==> src/wcl_pkg.sv <==
package wcl_pkg;

  localparam int unsigned FRAC_BITS   = 16;
  localparam int unsigned MAX_BEACONS = 16;

  localparam int unsigned CountW = $clog2(MAX_BEACONS + 1);

  localparam int unsigned DivSteps   = 64;
  localparam int unsigned StepW      = $clog2(DivSteps + 1);
  localparam int unsigned RecipLinSteps  = 2 * FRAC_BITS + 1;
  localparam int unsigned RecipQuadSteps = 3 * FRAC_BITS + 1;

  localparam logic [39:0] WSUM_MAX = '1;

  localparam logic [1:0] STATUS_OK        = 2'd0;
  localparam logic [1:0] STATUS_EMPTY     = 2'd1;
  localparam logic [1:0] STATUS_ZERO_DIST = 2'd2;
  localparam logic [1:0] STATUS_OVERFLOW  = 2'd3;

  typedef struct packed {
    logic clear;
    logic take;
    logic zero;
    logic add;
  } acc_ctrl_t;

  typedef struct packed {
    logic full;
    logic done;
    logic zero_seen;
    logic overflow;
  } acc_stat_t;

endpackage

==> src/wcl_acc.sv <==
module wcl_acc (
  input  logic                 clk_i,
  input  logic                 rst_ni,
  input  wcl_pkg::acc_ctrl_t   ctrl_i,
  input  logic [31:0]          weight_i,
  input  logic signed [31:0]   x_i,
  input  logic signed [31:0]   y_i,
  output wcl_pkg::acc_stat_t   stat_o,
  output logic [39:0]          weight_sum_o,
  output logic signed [63:0]   x_sum_o,
  output logic signed [63:0]   y_sum_o
);
  import wcl_pkg::*;

  typedef enum logic [1:0] {
    PH_IDLE,
    PH_X,
    PH_Y
  } phase_e;

  phase_e             phase_q;
  logic [39:0]        wsum_q;
  logic signed [63:0] xsum_q;
  logic signed [63:0] ysum_q;
  logic [CountW-1:0]  cnt_q;
  logic               zero_q;
  logic               ovf_q;

  logic [31:0]        w_q;
  logic signed [31:0] y_q;
  logic signed [63:0] prod_q;

  logic signed [31:0] mul_a;
  logic signed [32:0] mul_w;
  logic signed [64:0] mul_full;
  logic [40:0]        wsum_add;
  logic [64:0]        sum_res;

  function automatic logic [64:0] sat_add(input logic signed [63:0] a,
                                          input logic signed [63:0] b);
    logic [64:0] s;
    logic [64:0] r;
    s = {a[63], a} + {b[63], b};
    if (s[64] != s[63]) begin
      r = {1'b1, s[64] ? {1'b1, 63'd0} : {1'b0, {63{1'b1}}}};
    end else begin
      r = {1'b0, s[63:0]};
    end
    return r;
  endfunction

  assign mul_a    = (phase_q == PH_IDLE) ? x_i : y_q;
  assign mul_w    = {1'b0, (phase_q == PH_IDLE) ? weight_i : w_q};
  assign mul_full = mul_a * mul_w;
  assign wsum_add = {1'b0, wsum_q} + {9'd0, weight_i};
  assign sum_res  = sat_add((phase_q == PH_X) ? xsum_q : ysum_q, prod_q);

  always_ff @(posedge clk_i or negedge rst_ni) begin
    if (!rst_ni) begin
      phase_q <= PH_IDLE;
      wsum_q  <= '0;
      xsum_q  <= '0;
      ysum_q  <= '0;
      cnt_q   <= '0;
      zero_q  <= 1'b0;
      ovf_q   <= 1'b0;
    end else if (ctrl_i.clear) begin
      phase_q <= PH_IDLE;
      wsum_q  <= '0;
      xsum_q  <= '0;
      ysum_q  <= '0;
      cnt_q   <= '0;
      zero_q  <= 1'b0;
      ovf_q   <= 1'b0;
    end else begin
      if (ctrl_i.take) begin
        cnt_q <= cnt_q + 1'b1;
      end
      if (ctrl_i.zero) begin
        zero_q <= 1'b1;
      end
      unique case (phase_q)
        PH_IDLE: begin
          if (ctrl_i.add) begin
            phase_q <= PH_X;
            if (wsum_add[40]) begin
              wsum_q <= WSUM_MAX;
              ovf_q  <= 1'b1;
            end else begin
              wsum_q <= wsum_add[39:0];
            end
          end
        end
        PH_X: begin
          xsum_q  <= sum_res[63:0];
          ovf_q   <= ovf_q | sum_res[64];
          phase_q <= PH_Y;
        end
        PH_Y: begin
          ysum_q  <= sum_res[63:0];
          ovf_q   <= ovf_q | sum_res[64];
          phase_q <= PH_IDLE;
        end
        default: phase_q <= PH_IDLE;
      endcase
    end
  end

  always_ff @(posedge clk_i) begin
    if (phase_q == PH_IDLE && ctrl_i.add) begin
      w_q <= weight_i;
      y_q <= y_i;
    end
    prod_q <= mul_full[63:0];
  end

  assign stat_o.full      = (cnt_q >= CountW'(MAX_BEACONS));
  assign stat_o.done      = (phase_q == PH_Y);
  assign stat_o.zero_seen = zero_q;
  assign stat_o.overflow  = ovf_q;
  assign weight_sum_o     = wsum_q;
  assign x_sum_o          = xsum_q;
  assign y_sum_o          = ysum_q;

endmodule

==> config.mk <==
export PLATFORM = sky130hd
export DESIGN_NAME = wcl_acc
export DESIGN_NICKNAME = d
export VERILOG_FILES = /design/src/wcl_pkg.sv /design/src/wcl_acc.sv
export SDC_FILE = /design/constraint.sdc
export NUM_CORES = 2
export LEC_CHECK = 0
export BUFFER_PORTS_ARGS = -buffer_cell sky130_fd_sc_hd__buf_4
export CORE_MARGIN = 2
export CORE_UTILIZATION = 65
export DETAILED_ROUTE_END_ITERATION = 7
export PLACE_DENSITY_LB_ADDON = 0.1
export SLEW_MARGIN = 20
export SYNTH_ARGS = -nofsm -noshare
export SYNTH_HDL_FRONTEND = slang
export SYNTH_SLANG_ARGS = --single-unit
==> constraint.sdc <==
create_clock -name clk_i -period 12.3 [get_ports clk_i]
set_input_delay 0.615 -clock clk_i [delete_from_list [all_inputs] [get_ports clk_i]]
set_output_delay 0.615 -clock clk_i [all_outputs]
set_load 0.02 [all_outputs]
==> Yosys cells after proc, flatten, opt, wreduce, memory -nomap -nowiden <==
Cells that the tools add are included.
{ "classes": {"add_sub_neg": 3, "multipliers": 1, "n_lt_le_gt_ge": 1, "n_eq_ne": 5, "n_mux": 24, "bitwise": 1, "n_reduce_logical": 12} }
{ "ops": {"columns": ["operator", "count"], "rows": [
  ["$mux 64", 6],
  ["$mux 40", 4],
  ["$add 64x64->65", 1],
  ["$mux 65", 1],
  ["$mul 32x33->64", 1],
  ["$mux 32", 2],
  ["$add 40x32->41", 1],
  ["$reduce_bool 2->1", 6],
  ["$mux 5", 2],
  ["$ne 3x3->1 const B", 2],
  ["$add 5x1->5 const B", 1],
  ["$ge 5x5->1 const B", 1],
  ["$mux 1", 5],
  ["$mux 2", 2],
  ["$pmux 2 s2", 1],
  ["$reduce_and 3->1", 1],
  ["$reduce_bool 3->1", 1],
  ["$eq 2x1->1 const B", 1],
  ["$eq 2x2->1 const B", 1],
  ["$logic_not 2->1", 1],
  ["$pmux 1 s2", 1],
  ["$reduce_and 2->1", 1],
  ["$reduce_or 2->1", 1],
  ["$logic_and 1x1->1", 1],
  ["2 further kinds", 2]
]} }
{ "word_totals": {"regBits": 305, "in_bits": 102, "out_inout_bits": 172} }

==> Depth between registers and ports, before layout <==
{ "depth": {"word_depth": 8, "depth_mapped": 35} }

==> Worst setup path before layout <==
Ideal clock, no wire load.
{ "synth_path": {"path_type": "register to register", "start": "reg phase_q[0]", "end": "reg prod_q[60]", "setup_time_ps": 120, "arrival_time_ps": 8950, "required_time_ps": 12180, "setup_slack_ps": 3230, "stages_incl_launch_ff": 33, "n_path_buf": 4, "period_less_slack_ps": 9070, "cell_sequence": "dfrtp_1 > inv_1 > ha_1 > clkbuf_1 > clkbuf_1 > buf_1 > mux2i_1 > clkbuf_1 > nor2_1 > fa_1 > inv_1 > fa_1 > inv_1 > fa_1 > inv_1 > fa_1 > inv_1 > fa_1 > fa_1 > fa_1 > fa_1 > ha_1 > a21oi_1 > o21ai_0 > a221o_1 > a21oi_1 > nor3b_1 > o31ai_1 > a31oi_1 > or2_1 > and3_4 > o41a_1 > xor2_1"} }
{ "synth_between": {"elab_chain_len": 3, "elab_cells_between_ends": 4} }
{ "synth_rtl": {"columns": ["item", "line", "text"], "rows": [
  ["from (decl)", "wcl_acc.sv:21", "phase_e phase_q;"],
  ["from (signal assigned)", "wcl_acc.sv:60", "phase_q <= PH_IDLE;"],
  ["from (signal assigned)", "wcl_acc.sv:68", "phase_q <= PH_IDLE;"],
  ["from (signal assigned)", "wcl_acc.sv:85", "phase_q <= PH_X;"],
  ["$logic_not 2->1 *", "wcl_acc.sv:52, wcl_acc.sv:53", null],
  ["$mux 32 (on tied branches)", "wcl_acc.sv:52, wcl_acc.sv:53", null],
  ["$mul 32x33->64 *", "wcl_acc.sv:54", "assign mul_full = mul_a * mul_w;"],
  ["named net mul_full[60]", "wcl_acc.sv:35", "logic signed [64:0] mul_full;"],
  ["to (signal assigned)", "wcl_acc.sv:114", "prod_q <= mul_full[63:0];"],
  ["to (decl)", "wcl_acc.sv:31", "logic signed [63:0] prod_q;"]
]} }
Mark *: on every way through the listed nets, which the timed path passes. The rest lies on a longest branch.
A chain may end at the register's enable or synchronous reset.

==> Final worst setup path <==
{ "layout_path": {"start": "reg phase_q[1]", "end": "reg prod_q[60]"} }
Same word-level chain as after synthesis.

==> flow_metrics.py <==
metrics = {
    "place": {
        "place_area_um2": 52580,
        "routabilityCongestion": 0.9886,
        "dp_slack_ns": 2.296,
        "dpl.hpwl_um": 115300,
        "io_buffers": 273,
    },
    "finish": {
        "multiInputGateArea_um2": 37620,
        "fillers": 5903,
        "area_growth_pct": 9.010,
        "drive_above_1_share_pct": 10.98,
        "final-seq-area_um2": 7632,
        "nets": 6956,
        "n_antenna_cell": 0,
        "final_area_um2": 53890,
    },
    "clock_network": {
        "numCtsBuffers": 37,
        "cts_root_buf": "clkbuf_16",
        "cts_tree": "yes",
        "h-tree-depth": 2,
        "clockBufferDepth": 3,
        "cts_resized": 0,
        "cts.sinks": 305,
        "cts.reportedPaths.clkPinSlew_ns": 0.06,
        "clock_latency_ns": 0.61,
    },
    "worst_hold_path": {
        "min_from": "y_i[22]",
        "whs_path_depth": 1,
        "hold_class": "input pin to flop",
    },
    "die": {
        "die_area_um2": 78280,
        "dieHeight_um": 279.8,
        "ios": 274,
        "coreArea_um2": 75570,
        "rows": 101,
        "start_util_pct": 65.42,
        "die_w_um": 279.8,
    },
    "timing": {
        "min_period_over_period_pct": 82.49,
        "drv_slew": 0,
        "slew_headroom_pct": 22.75,
        "finalHoldViolCount": 0,
        "skew_ns": 0.05727,
        "fmax_mhz": 98.56,
        "rsz0062_at_grt": "false",
        "tns_ns": 0,
        "worst_pin_slew_ns": 1.135,
        "layout_min_cycle_time_ns": 10.15,
        "setup_slack_ns": 2.154,
        "setup_viol": 0,
    },
    "critical_path": {
        "crit_buf_inv": 6,
        "reg2reg_depth": 29,
        "slowest_delay_ns": 0.98,
        "arrival_ns": 10.60,
        "r2r_start": "phase_q[1]$_DFFE_PN0P_",
        "worst_path_most_repeated_cell": "fa_1",
        "timing.critical_path.to_type": "flop",
        "start_kind": "flop",
        "path_class": "flop to flop",
        "cp_num_cells": 29,
        "cp_slowest_cell": "mux2i_4",
        "crit_family": "adder cells",
        "critPathMaxFanout": 47,
        "cp.required_ns": 12.76,
        "setup.worst_path.start": "phase_q[1]$_DFFE_PN0P_",
    },
    "logic_synthesis": {
        "synth_top_area_share_pct": 36.41,
        "syn_area_um2": 49430,
        "synth_warnings": 0,
        "synth.most_common_cell": "inv_1",
        "synth_nets": 6828,
        "synthArstFlopShare_pct": 58.03,
        "synth-seq-cells": 305,
        "ys_types": 76,
        "ys_top_cells_by_count": "inv_1, fa_1, nor2_1, nand2_1, ha_1",
        "synth_area_leaders": "fa_1, ha_1, dfrtp_1",
        "netlist_instances": 5434,
        "yosysTopAreaCell": "fa_1",
        "synth_edf_count": 64,
        "synth-main-ff-cell": "dfrtp_1",
        "seq_area_frac_synth_pct": 15.44,
        "syn_avg_cell_area_um2": 9.097,
    },
    "routing": {
        "firstDrtPassIters": 6,
        "num_vias": 39520,
        "drt_wl_total_um": 148300,
        "via_per_inst": 6.016,
        "ant_nets": 0,
        "drc": 0,
        "routedWlPerCell_um": 22.58,
        "drtIter0Drc": 3504,
    },
    "global_routing": {
        "antenna_found_initial": 2,
        "grt_pass1_vias": 40880,
        "grt_pass1_wl_um": 229700,
        "grt_max_degree": 72,
        "grt_overflow": 0,
        "track_usage_pct": 38.66,
    },
    "status": {
        "status": "finished, final reports clean",
    },
    "run": {
        "maxCapViolations": 0,
    },
}
per-layer routing:
metal | up-vias | global-route usage, % | routed length (µm)
met5 | - | 0 | 23
met3 | 492 | 12.05 | 18000
met4 | 4 | 18.92 | 9087
li1 | 17270 | - | -
met2 | 2186 | 59.78 | 66240
met1 | 19570 | 49.65 | 54960
cells by family after synthesis:
| kind of cell | Yosys count | synth area share (%) |
|---|---|---|
| DFF | 305 | 15.44 |
| adders and majority gates | 1292 | 46.35 |
| AOI/OAI and AO/OA | 702 | 9.104 |
| xor gates and xnor gates | 150 | 2.711 |
| muxes | 192 | 4.196 |
| buffers and inverters | 1184 | 9.076 |
| and+or+nand+nor | 1609 | 13.12 |
cells in the final DEF, fill, tap and decap left out, drive strengths merged, types with 70 or more instances in the layout:
master	count
o21ai	202
a21o	97
a21oi	169
mux2i	70
nor2	854
inv	923
nand2	571
ha	393
dfrtp	177
xnor2	101
fa	899
mux2	122
buf	350
final timing paths:
kind | to | slack (ns)
hold / removal | y_q[22]$_DFFE_PP_ | 0.20
setup / recovery | prod_q[60]$_DFF_P_ | 2.15
setup reg to reg | prod_q[60]$_DFF_P_ | 2.15
max in group asynchronous | weight_sum_o[20]$_DFFE_PN0P_ | 9.62
hold reg to reg | zero_q$_DFFE_PN0P_ | 0.50
min in group asynchronous | x_sum_o[50]$_DFFE_PN0P_ | 0.55
what timing repair did:
item,CTS,global route
endpoints found under the hold margin,48,0
buffers inserted,0,0
hold buffers,1,0
per-stage QoR:
step | util [%] | hold WS (ns) | instances
6_report | 71.31 | 0.2027 | 6569
3_5_place_dp | 69.58 | 0.4931 | 6500
4_1_cts | 71.31 | 0.1845 | 6569
2_1_floorplan | - | 0.3194 | 5434
3_3_place_gp | 69.58 | 0.4748 | 6500
5_1_grt | 71.31 | 0.1913 | 6569
layout make-up:
cell class              instances  share of cell area, %
repair buffers                351                  4.925
clock inverters                13                 0.2345
well taps                     978                  2.271
inverters                     922                  6.427
multi-input cells            3945                  69.81
flip-flops and latches        305                  14.16
clock buffers                  55                  2.169
flip-flops by register name (all words and copies together) (netlist names):
name and count:
cnt_q 5, ovf_q 1, phase_q 2, prod_q 64, w_q 32, weight_sum_o 40, x_sum_o 64, y_q 32
y_sum_o 64, zero_q 1
Power is not shown: default switching activity piles up to over one toggle a cycle in this logic, so the estimate is an artifact.
