===== src/wcl_pkg.sv =====
package wcl_pkg;

  localparam int unsigned FRAC_BITS   = 16;
  localparam int unsigned MAX_BEACONS = 16;

  localparam int unsigned CountW = $clog2(MAX_BEACONS + 1);

  localparam int unsigned DivSteps   = 64;
  localparam int unsigned StepW      = $clog2(DivSteps + 1);
  localparam int unsigned RecipLinSteps  = 2 * FRAC_BITS + 1;
  localparam int unsigned RecipQuadSteps = 3 * FRAC_BITS + 1;

  localparam logic [39:0] WSUM_MAX = '1;

  localparam logic [1:0] STATUS_OK        = 2'd0;
  localparam logic [1:0] STATUS_EMPTY     = 2'd1;
  localparam logic [1:0] STATUS_ZERO_DIST = 2'd2;
  localparam logic [1:0] STATUS_OVERFLOW  = 2'd3;

  typedef struct packed {
    logic clear;
    logic take;
    logic zero;
    logic add;
  } acc_ctrl_t;

  typedef struct packed {
    logic full;
    logic done;
    logic zero_seen;
    logic overflow;
  } acc_stat_t;

endpackage


===== src/wcl_div.sv =====
module wcl_div (
  input  logic                     clk_i,
  input  logic                     rst_ni,
  input  logic                     start_i,
  input  logic [63:0]              dividend_i,
  input  logic [63:0]              divisor_i,
  input  logic [wcl_pkg::StepW-1:0] steps_i,
  output logic                     done_o,
  output logic [31:0]              quot_o,
  output logic                     sat_o
);
  import wcl_pkg::*;

  logic             busy_q;
  logic [StepW-1:0] cnt_q;
  logic [63:0]      num_q;
  logic [63:0]      den_q;
  logic [63:0]      rem_q;
  logic [31:0]      quot_q;
  logic             sat_q;

  logic [64:0] rem_shift;
  logic [64:0] rem_diff;
  logic        ge;

  assign rem_shift = {rem_q, num_q[63]};
  assign rem_diff  = rem_shift - {1'b0, den_q};
  assign ge        = (rem_shift >= {1'b0, den_q});

  always_ff @(posedge clk_i or negedge rst_ni) begin
    if (!rst_ni) begin
      busy_q <= 1'b0;
      cnt_q  <= '0;
    end else if (start_i) begin
      busy_q <= 1'b1;
      cnt_q  <= steps_i;
    end else if (busy_q) begin
      if (cnt_q == '0) begin
        busy_q <= 1'b0;
      end else begin
        cnt_q <= cnt_q - 1'b1;
      end
    end
  end

  always_ff @(posedge clk_i) begin
    if (start_i) begin
      num_q  <= dividend_i;
      den_q  <= divisor_i;
      rem_q  <= '0;
      quot_q <= '0;
      sat_q  <= 1'b0;
    end else if (busy_q && cnt_q != '0) begin
      num_q  <= {num_q[62:0], 1'b0};
      rem_q  <= ge ? rem_diff[63:0] : rem_shift[63:0];
      quot_q <= {quot_q[30:0], ge};
      sat_q  <= sat_q | quot_q[31];
    end
  end

  assign done_o = busy_q && (cnt_q == '0);
  assign quot_o = quot_q;
  assign sat_o  = sat_q;

endmodule


===== config.mk =====
export PLATFORM = sky130hd
export DESIGN_NAME = wcl_div
export DESIGN_NICKNAME = d
export VERILOG_FILES = /design/src/wcl_pkg.sv /design/src/wcl_div.sv
export SDC_FILE = /design/constraint.sdc
export NUM_CORES = 1
export LEC_CHECK = 0
export ABC_AREA = 0
export BUFFER_PORTS_ARGS = -buffer_cell sky130_fd_sc_hd__clkbuf_2
export CAP_MARGIN = 25
export CELL_PAD_IN_SITES_DETAIL_PLACEMENT = 1
export CELL_PAD_IN_SITES_GLOBAL_PLACEMENT = 1
export CORE_ASPECT_RATIO = 1.4
export CORE_MARGIN = 2
export CORE_UTILIZATION = 45
export CTS_CLUSTER_SIZE = 10
export DETAILED_ROUTE_END_ITERATION = 16
export PLACE_DENSITY = 0.76
export SYNTH_ARGS = -nofsm -noshare
export SYNTH_HDL_FRONTEND = slang
export SYNTH_SLANG_ARGS = --single-unit

===== constraint.sdc =====
create_clock -name clk_i -period 4.05 [get_ports clk_i]
set_input_delay 0.2025 -clock clk_i [delete_from_list [all_inputs] [get_ports clk_i]]
set_output_delay 0.2025 -clock clk_i [all_outputs]
set_load 0.01 [all_outputs]

Yosys cells after proc, flatten, opt, wreduce, memory -nomap -nowiden. Cells that the tools add are included.

Register bits after elaboration: 233. Input bits: 138.

Add/subtract/negate cells: 2. Magnitude comparators: 1. Equality and inequality tests: 1. Multiplexer cells: 9. Bitwise operators: 1. Reduce and logical (&&, ||, !) cells: 7.

Operators with widths (count): two-way mux 64 bit (3); >= comparator 65 x 64 -> 1 bit (1); subtractor 64 bit (1); two-way mux 7 bit (3); logical NOT 7 bit (1); nonzero test 7 bit (1); subtractor 7 x 1 -> 7 bit, second input constant (1); nonzero test 2 bit (2); two-way mux 1 bit (3); logical AND 1 bit (2); != test 2 bit, second input constant (1); AND reduction 2 bit (1); OR 1 bit (1).

Logic depth before layout (Yosys ltp). Gate-level depths: netlist (run 1).

Depth after elaboration: 4. Gate-level depth with buffers: 14.

Worst setup path after synthesis (run 1). Ideal clock, no wire load.

Path kind: reg-to-reg. Start: register cnt_q[0]. End: register num_q[0] (enable). Library setup time: 0.420 ns. Arrival time: 2.528 ns. Data required time: 3.630 ns. Path slack: 1.102 ns. Stages on the path, launching flop included: 8. Clock period less this slack: 2.948 ns. Cells stage by stage: dfrtp_1 > inv_1 > ha_1 > nand3b_1 > and2_1 > clkbuf_1 > nor2_1 > inv_1.

Longest elaborated chain between the ends: 3.

Ends and longest elaborated chain: start: declaration (line wcl_div.sv:15) `logic [StepW-1:0] cnt_q;`; start signal: assignment (line wcl_div.sv:36) `cnt_q <= steps_i;`; start signal: assignment (line wcl_div.sv:41) `cnt_q <= cnt_q - 1'b1;`; nonzero test 7 bit (line wcl_div.sv:53) `end else if (busy_q && cnt_q != '0) begin`; logical AND 1 bit (line wcl_div.sv:53); nonzero test 2 bit (no line); end signal: assignment (line wcl_div.sv:48) `num_q <= dividend_i;`; end signal: assignment (line wcl_div.sv:54) `num_q <= {num_q[62:0], 1'b0};`; end: declaration (line wcl_div.sv:16) `logic [63:0] num_q;`.

Every way passes these cells. A chain may end at the register's enable or synchronous reset.

Final worst setup path (run 1).
Start: register den_q[3]. End: register rem_q[18].

Longest elaborated chain between the ends: 2. Elaborated cells on any way between the ends: 3. Classes of those cells: 1 x add/sub; 1 x order compare; 1 x mux.

Ends and longest elaborated chain: start: declaration (line wcl_div.sv:17) `logic [63:0] den_q;`; start signal: assignment (line wcl_div.sv:49) `den_q <= divisor_i;`; subtractor 64 bit / >= comparator 65 x 64 -> 1 bit (equally long branches) (line wcl_div.sv:27, wcl_div.sv:28); two-way mux 64 bit (*) (line wcl_div.sv:55) `rem_q <= ge ? rem_diff[63:0] : rem_shift[63:0];`; end signal: assignment (line wcl_div.sv:55); end: declaration (line wcl_div.sv:18) `logic [63:0] rem_q;`.

Mark *: on every way between the ends. The rest lies on a longest branch, timed or not.

==> reports/results.txt, run 1 <==
Starting DRC count in detailed routing -> 523
Library cells used by synthesis -> 87
Die height -> 210 um
Ports -> 172
Placed Instances -> 1917
Worst R2R Setup Slack -> 0.58 ns
Post-CTS Setup Inserts -> 0
Mean post-synth cell area -> 9.48 um^2
Die area -> 0.0316 mm^2
CTS Buffer Depth -> 3
FF-to-FF Start -> den_q[3]
Mapped Nets -> 1638
Initial Util -> 45.5%
DPL Wire Length -> 27400 um
Post-synthesis xor/xnor area fraction -> 3.03%
Die span in x -> 151 um
Simple-gate share of the synthesized area -> 14.7%
Max frequency -> 0.288 GHz
RSZ-0062 raised after global routing -> false
Crit-path max FO -> 19
P per Cell Area -> 612 mW/mm^2
Synth Area in Adders -> 6.23%
Critical path type -> reg -> reg
Drt pass-1 iters -> 4
Port Buffers -> 171
Worst Clk Skew -> 0.0279 ns
Drt wl/cell -> 20.4 um
Post_cts resized -> 0
Maxcap violations -> 0
Vias in the first global route -> 12800
Row count -> 75
Avg Vias per Cell -> 5.67
Area growth syn-to-layout -> 23.5%
Sequential share of the synthesized area -> 44.1%
Post-synth top cells -> nand2_1, edfxtp_1, a21oi_1
Post-synthesis instance total -> 1433
Crit path required time -> 4.50 ns
Final Cycle Share -> 85.8%
Reg2Reg Depth -> 13
Ys Warns -> 0
Final Core Density -> 56.2%
CTS sink cnt -> 233
Largest net degree at the start of global routing -> 102
Antenna violations before repair -> 2
Top-count cell post-synth -> nand2_1
Number of flops mapped to enable cells by yosys -> 128
Tot Pwr -> 0.0103 W
Final Non-Filler Cells -> 2106
Post-synth ARST share -> 3.43%
Maximum vdd drop -> 0.369 mV
Vias after detailed routing -> 11900
CTS tree -> yes
Status -> finished, final reports clean
Post-synth top area share -> 28.3%
GP Congestion -> 0.865
Grt total ovfl -> 0
Skew-Pair Late Insertion Delay -> 0.57 ns
DRC -> 0
Largest cells by area after synthesis -> edfxtp_1, dfxtp_1, ha_1, nand2_1, mux2_2
Reg2reg end -> rem_q[18]
Main combinational cell family by area after synthesis -> compound AO/OA/AOI/OAI gates
CTS Buf Count -> 28
Share of cells above drive strength 1 -> 19.8%
CTS root buffer -> clkbuf_16
Max_slew headroom -> 34.8%
WP data arrival -> 3.93 ns
Top_reg_cell synth -> edfxtp_1
Minimum clock period after layout -> 3.47 ns
Final-stage net count -> 1903
Placeable Area -> 0.0298 mm^2
Hold Worst Slack -> 0.0409 ns
Synth Area in Compound Gates -> 20.5%
CP startpoint kind -> flop
Setup TNS -> 0 ns
Total Wirelength -> 42900 um
Final ANT Viol Nets -> 0
Biggest area consumer among synthesized cells -> edfxtp_1
CP Capture Type -> flop
Worst-path clk slew -> 0.06 ns
Mux contribution to synthesized area -> 5.67%
Gr usage total -> 26.9%
Yosys reg bits -> 233
Synthesized area -> 0.0136 mm^2
Final Hold Violating Endpoints -> 0
H-tree levels -> 1
Worst slew pin tran -> 0.978 ns
Hold Crit Class -> in -> async
First-pass GRT wire length -> 67200 um
LEAKAGE -> 7.08 nW
Setup violations, final -> 0
Final Slew Violations -> 0
how the worst max path moves through the flow:
stage / start / end / slack (ns)
finish: den_q[3] / rem_q[18] / 0.58
global route: den_q[28] / rem_q[18] / 0.39
CTS: den_q[20] / rem_q[46] / 0.60
detailed placement: den_q[20] / rem_q[46] / 0.63
global placement: den_q[18] / rem_q[41] / 0.78
floorplan: cnt_q[0] / num_q[0] / 1.10
routing by layer:
layer / routed length, um / vias up / global-route usage (%)
met3: 1270 / 111 / 3.52
li1: - / 5712 / -
met2: 23800 / 251 / 52.7
met5: 0 / - / 0
met4: 1660 / 0 / 10.3
met1: 16200 / 5859 / 28.4
layout make-up:
cell class	instances	area, um^2
well taps	385	482
fillers	3411	13100
multi-input cells	1027	6820
flip-flops and latches	233	5990
diodes	2	5.00
inverters	86	323
clock buffers	48	786
clock inverters	3	30.0
repair buffers	322	2340
logic make-up after synthesis:
group,Yosys count
and+or+nand+nor,417
adders and majority gates,67
muxes,69
buffers and inverters,173
DFF,233
xor gates and xnor gates,47
AOI/OAI and AO/OA,427
worst max-delay path, cell delays in order, from the launching register on:
cell,delay (ns)
edfxtp_1,0.35
inv_1,0.06
ha_1,0.36
a21o_1,0.21
a21oi_1,0.19
a21o_1,0.26
a211oi_2,0.12
o211a_1,0.31
o31a_4,0.35
a21oi_4,0.27
buf_4,0.33
buf_4,0.27
nand2_1,0.07
a31oi_1,0.22
placed cells by master (no fill, tap or decap), drive strengths merged, types with 41 or more instances in the layout:
cell type and n:
a21o 41, a21oi 133, a31oi 42, clkbuf 218, dfxtp 97, dlygate4sd3 136
edfxtp 128, ha 66, inv 87, mux2 64, nand2 207, nor2 53
o21ai 118
registers in the layout, indices dropped and copies added, names as in the netlist:
register and flops:
den_q 64, num_q 64, rem_q 64, quot_o 32, cnt_q 7, busy_q 1
sat_o 1
power by group:
part | switching, W | internal, W | total (W)
sequential | 0.000309 | 0.00296 | 0.00327
combinational | 0.00283 | 0.00181 | 0.00464
clock | 0.00104 | 0.00131 | 0.00235
per-stage QoR:
step,cell area (um^2),setup WS (ns)
4_1_cts,16800,0.603
2_1_floorplan,13600,1.10
6_report,16800,0.576
3_5_place_dp,14600,0.625
3_3_place_gp,14600,0.782
5_1_grt,16800,0.390
what timing repair did:
action | 4_1_cts | 5_1_grt
endpoints found under the setup margin | 0 | 0
hold buffers | 136 | 0
endpoints found under the hold margin | 143 | 0
Note: power is estimated with default switching activity, not from simulation.
==> inputs of run 2 (changes only) <==
--- a/config.mk
+++ b/config.mk
@@ -15,7 +15,7 @@
 export CORE_UTILIZATION = 45
 export CTS_CLUSTER_SIZE = 10
 export DETAILED_ROUTE_END_ITERATION = 16
-export PLACE_DENSITY = 0.76
+export PLACE_DENSITY = 0.83
 export SYNTH_ARGS = -nofsm -noshare
 export SYNTH_HDL_FRONTEND = slang
 export SYNTH_SLANG_ARGS = --single-unit
==> reports/results.txt, run 2 (same netlist as run 1, synthesis figures left out) <==
Reg2reg end -> rem_q[51]
Max frequency -> 0.283 GHz
Final Non-Filler Cells -> 2104
Drt pass-1 iters -> 5
GP Congestion -> 0.889
Die area -> 0.0316 mm^2
Setup TNS -> 0 ns
Most frequent cells in the layout -> nand2_1, clkbuf_2, dlygate4sd3_1, edfxtp_1, a21oi_1
DPL Wire Length -> 27800 um
Commonest non-fill, non-tap cell in the layout -> nand2_1
Top Registers -> den_q (64), num_q (64), rem_q (64)
Final Cycle Share -> 87.4%
First-pass GRT wire length -> 69100 um
WP data arrival -> 3.98 ns
Status -> finished, final reports clean
Worst-path clk slew -> 0.07 ns
Tot Pwr -> 0.0103 W
Critical path type -> reg -> reg
Port Buffers -> 171
CP Capture Type -> flop
Placeable Area -> 0.0298 mm^2
Drt wl/cell -> 20.7 um
Total Wirelength -> 43500 um
Ant. Diodes -> 0
CP startpoint kind -> flop
Reg2Reg Depth -> 11
Max_slew headroom -> 33.9%
Die span in x -> 151 um
Maxcap violations -> 0
Worst R2R Setup Slack -> 0.51 ns
WL met1 -> 15900 um
H-tree levels -> 1
Post_cts resized -> 0
WL met3 -> 1430 um
CTS Buf Count -> 28
Post-CTS Setup Inserts -> 0
Final Hold Violating Endpoints -> 0
Final Slew Violations -> 0
Area growth syn-to-layout -> 23.8%
Worst slew pin tran -> 0.992 ns
Critical path origin -> den_q[46]
Avg Vias per Cell -> 5.72
Maximum vdd drop -> 0.327 mV
Starting DRC count in detailed routing -> 591
Share of cells above drive strength 1 -> 19.8%
Skew-Pair Late Insertion Delay -> 0.55 ns
Ports -> 172
P per Cell Area -> 612 mW/mm^2
Worst Clk Skew -> 0.0129 ns
Top Metal Used -> met4
Grt total ovfl -> 0
DRC -> 0
Largest net degree at the start of global routing -> 102
CTS tree -> yes
Minimum clock period after layout -> 3.54 ns
Vias in the first global route -> 13200
FF-to-FF Start -> den_q[46]
CTS sink cnt -> 233
Metal2 WL -> 23800 um
Hold buffer count at cts -> 136
Hold Crit Class -> in -> async
Crit path required time -> 4.50 ns
Vias after detailed routing -> 12000
Gr usage total -> 27.6%
Die height -> 210 um
Crit-path max FO -> 50
RSZ-0062 raised after global routing -> false
Final-stage net count -> 1902
Placed Instances -> 1916
Final ANT Viol Nets -> 0
CTS Buffer Depth -> 3
Row count -> 75
LEAKAGE -> 7.10 nW
Antenna violations before repair -> 0
Setup violations, final -> 0
Initial Util -> 45.5%
CTS root buffer -> clkbuf_16
==> run 2: report_power, final <==
part | switching, W | leakage (nW) | internal, W | total, W
registers | 0.000308 | 2.19 | 0.00296 | 0.00327
logic | 0.00282 | 4.51 | 0.00183 | 0.00465
clock network | 0.00101 | 0.402 | 0.00136 | 0.00237
total | 0.00413 | 7.10 | 0.00615 | 0.0103
==> run 2: worst max-delay path, cell delays in order, from the launching register on <==
cell	delay, ns
edfxtp_1	0.33
inv_1	0.04
ha_1	0.52
nand4_2	0.27
or3_1	0.42
nor4_1	0.28
a31oi_1	0.15
o21ai_1	0.32
a21o_1	0.29
buf_12	0.30
nand2_2	0.20
o21ai_0	0.29
==> run 2: final cells by class <==
| type | count | area [um^2] |
|---|---|---|
| clock buffers | 49 | 821 |
| clock inverters | 3 | 13.8 |
| fillers | 3407 | 13000 |
| inverters | 86 | 323 |
| multi-input cells | 1027 | 6820 |
| flip-flops and latches | 233 | 5990 |
| well taps | 385 | 482 |
| repair buffers | 321 | 2370 |
==> run 2: worst max-delay path by stage <==
| stage | endpoint | cells past startpoint | slack (ns) |
|---|---|---|---|
| after global routing | rem_q[51] | 11 | 0.29 |
| final | rem_q[51] | 11 | 0.51 |
| after global placement | rem_q[41] | 11 | 0.64 |
| after floorplan | num_q[0] | 7 | 1.10 |
| after detailed placement | rem_q[41] | 11 | 0.59 |
| after CTS | rem_q[51] | 11 | 0.57 |
==> run 2: through the flow <==
step	area (um^2)	hold WS [ns]	setup slack, ns	util (%)
2_1_floorplan	13600	-0.0931	1.10	-
3_3_place_gp	14600	0.0535	0.642	49.0
3_5_place_dp	14600	0.0568	0.586	49.0
4_1_cts	16800	0.00857	0.575	56.3
5_1_grt	16800	0.0434	0.287	56.3
6_report	16800	0.0417	0.511	56.3
==> run 2: layer usage <==
metal	global-route usage, %	up-vias
met1	28.9	5908
met2	52.7	288
met4	14.3	0
li1	-	5714
met5	0	-
met3	3.72	131
==> inputs of run 3 (changes only) <==
--- a/config.mk
+++ b/config.mk
@@ -11,7 +11,7 @@
 export CELL_PAD_IN_SITES_DETAIL_PLACEMENT = 1
 export CELL_PAD_IN_SITES_GLOBAL_PLACEMENT = 1
 export CORE_ASPECT_RATIO = 1.4
-export CORE_MARGIN = 2
+export CORE_MARGIN = 8
 export CORE_UTILIZATION = 45
 export CTS_CLUSTER_SIZE = 10
 export DETAILED_ROUTE_END_ITERATION = 16
==> reports/results.txt, run 3 (same netlist as run 1, synthesis figures left out) <==
Final-stage net count -> 1902
Ports -> 172
Worst-path clk slew -> 0.06 ns
Die height -> 222 um
Vias after detailed routing -> 12000
First-pass GRT wire length -> 70500 um
Final ANT Viol Nets -> 0
Total Wirelength -> 44300 um
FF-to-FF Start -> den_q[30]
Max frequency -> 0.279 GHz
Worst slew pin tran -> 0.932 ns
LEAKAGE -> 7.11 nW
Critical path type -> reg -> reg
CP startpoint kind -> flop
RSZ-0062 raised after global routing -> false
Port Buffers -> 171
Setup TNS -> 0 ns
Top Registers -> den_q (64), num_q (64), rem_q (64)
Worst Clk Skew -> 0.0204 ns
Grt total ovfl -> 0
Drt pass-1 iters -> 6
Row count -> 75
DPL Wire Length -> 28600 um
CP Capture Type -> flop
Avg Vias per Cell -> 5.69
Largest net degree at the start of global routing -> 100
Minimum clock period after layout -> 3.59 ns
Max_slew headroom -> 37.8%
Die area -> 0.0361 mm^2
Drt wl/cell -> 21.0 um
Final Cycle Share -> 88.6%
CTS Buf Count -> 28
CTS Buffer Depth -> 3
Hold Crit Class -> in -> async
Critical path origin -> den_q[30]
GP Congestion -> 0.922
Antenna violations before repair -> 0
Starting DRC count in detailed routing -> 698
Maxcap violations -> 0
Most frequent cells in the layout -> nand2_1, clkbuf_2, dlygate4sd3_1, edfxtp_1, a21oi_1
Final Hold Violating Endpoints -> 0
Share of cells above drive strength 1 -> 20.0%
Maximum vdd drop -> 0.415 mV
CTS root buffer -> clkbuf_16
Setup violations, final -> 0
Final Slew Violations -> 0
Crit-path max FO -> 23
Vias in the first global route -> 13400
Placed Instances -> 1916
Filler cells -> 3394
H-tree levels -> 1
Area growth syn-to-layout -> 23.8%
Skew-Pair Late Insertion Delay -> 0.57 ns
Placeable Area -> 0.0298 mm^2
Crit path required time -> 4.51 ns
WP data arrival -> 4.05 ns
CTS sink cnt -> 233
Post-CTS Setup Inserts -> 0
Ant. Diodes -> 0
Initial Util -> 45.5%
Final Non-Filler Cells -> 2104
CTS tree -> yes
Status -> finished, final reports clean
Die span in x -> 163 um
P per Cell Area -> 614 mW/mm^2
DRC -> 0
Hold Worst Slack -> 0.0529 ns
Commonest non-fill, non-tap cell in the layout -> nand2_1
Gr usage total -> 24.3%
[run 3: cell types whose count changed in the layout (fill, tap and decap cells not counted), sizes merged]
cell	change
clkinv	-1
inv	+1
[run 3: area by class of cell]
type	instances	area, um^2	share of cell area [%]
inverters	86	323	1.92
well taps	385	482	2.87
clock inverters	3	27.5	0.164
multi-input cells	1027	6820	40.6
repair buffers	321	2350	14.0
clock buffers	49	820	4.87
flip-flops and latches	233	5990	35.6
[run 3: power breakdown]
group	internal [W]	leakage, nW	switching (W)	total [W]
clock	0.00136	0.409	0.00104	0.00240
sequential	0.00296	2.19	0.000311	0.00327
combinational	0.00182	4.51	0.00282	0.00464
total	0.00615	7.11	0.00417	0.0103
[run 3: final timing paths]
path	end	slack (ns)	cells past startpoint
max in group asynchronous	cnt_q[5]	3.81	2
setup / recovery	rem_q[51]	0.46	11
setup reg to reg	rem_q[51]	0.46	11
hold / removal	cnt_q[0]	0.05	2
hold reg to reg	quot_o[23]	0.46	2
min in group clk_i	den_q[45]	0.17	1
[run 3: per-layer routing]
layer  wire (um)  global-route usage [%]
met1       16200                    24.5
met2       24900                    48.0
met3        1510                    3.18
met4        1690                    10.1
met5           0                       0
[run 3: worst max-delay path, stage by stage, from the launching register on]
cell	delay, ns
edfxtp_1	0.32
inv_1	0.04
ha_1	0.41
a21o_1	0.25
a21o_1	0.18
a221oi_1	0.32
o31ai_1	0.25
o31a_4	0.43
a21oi_4	0.64
buf_4	0.37
a41oi_1	0.14
o21ai_0	0.14
[run 3: repair_timing]
action                                 CTS  global route
endpoints found under the hold margin  143             0
gates resized for setup                  0             0
hold buffers                           136             0
[run 3: stage by stage]
stage,utilization [%],worst slack [ns],instance area (um^2),power (W)
finish,56.3,0.464,16800,0.0103
global route,56.3,0.284,16800,0.0109
CTS,56.3,0.445,16800,0.0102
detailed placement,48.9,0.500,14600,0.00772
global placement,48.9,0.584,14600,0.00756
floorplan,-,1.10,13600,0.00666
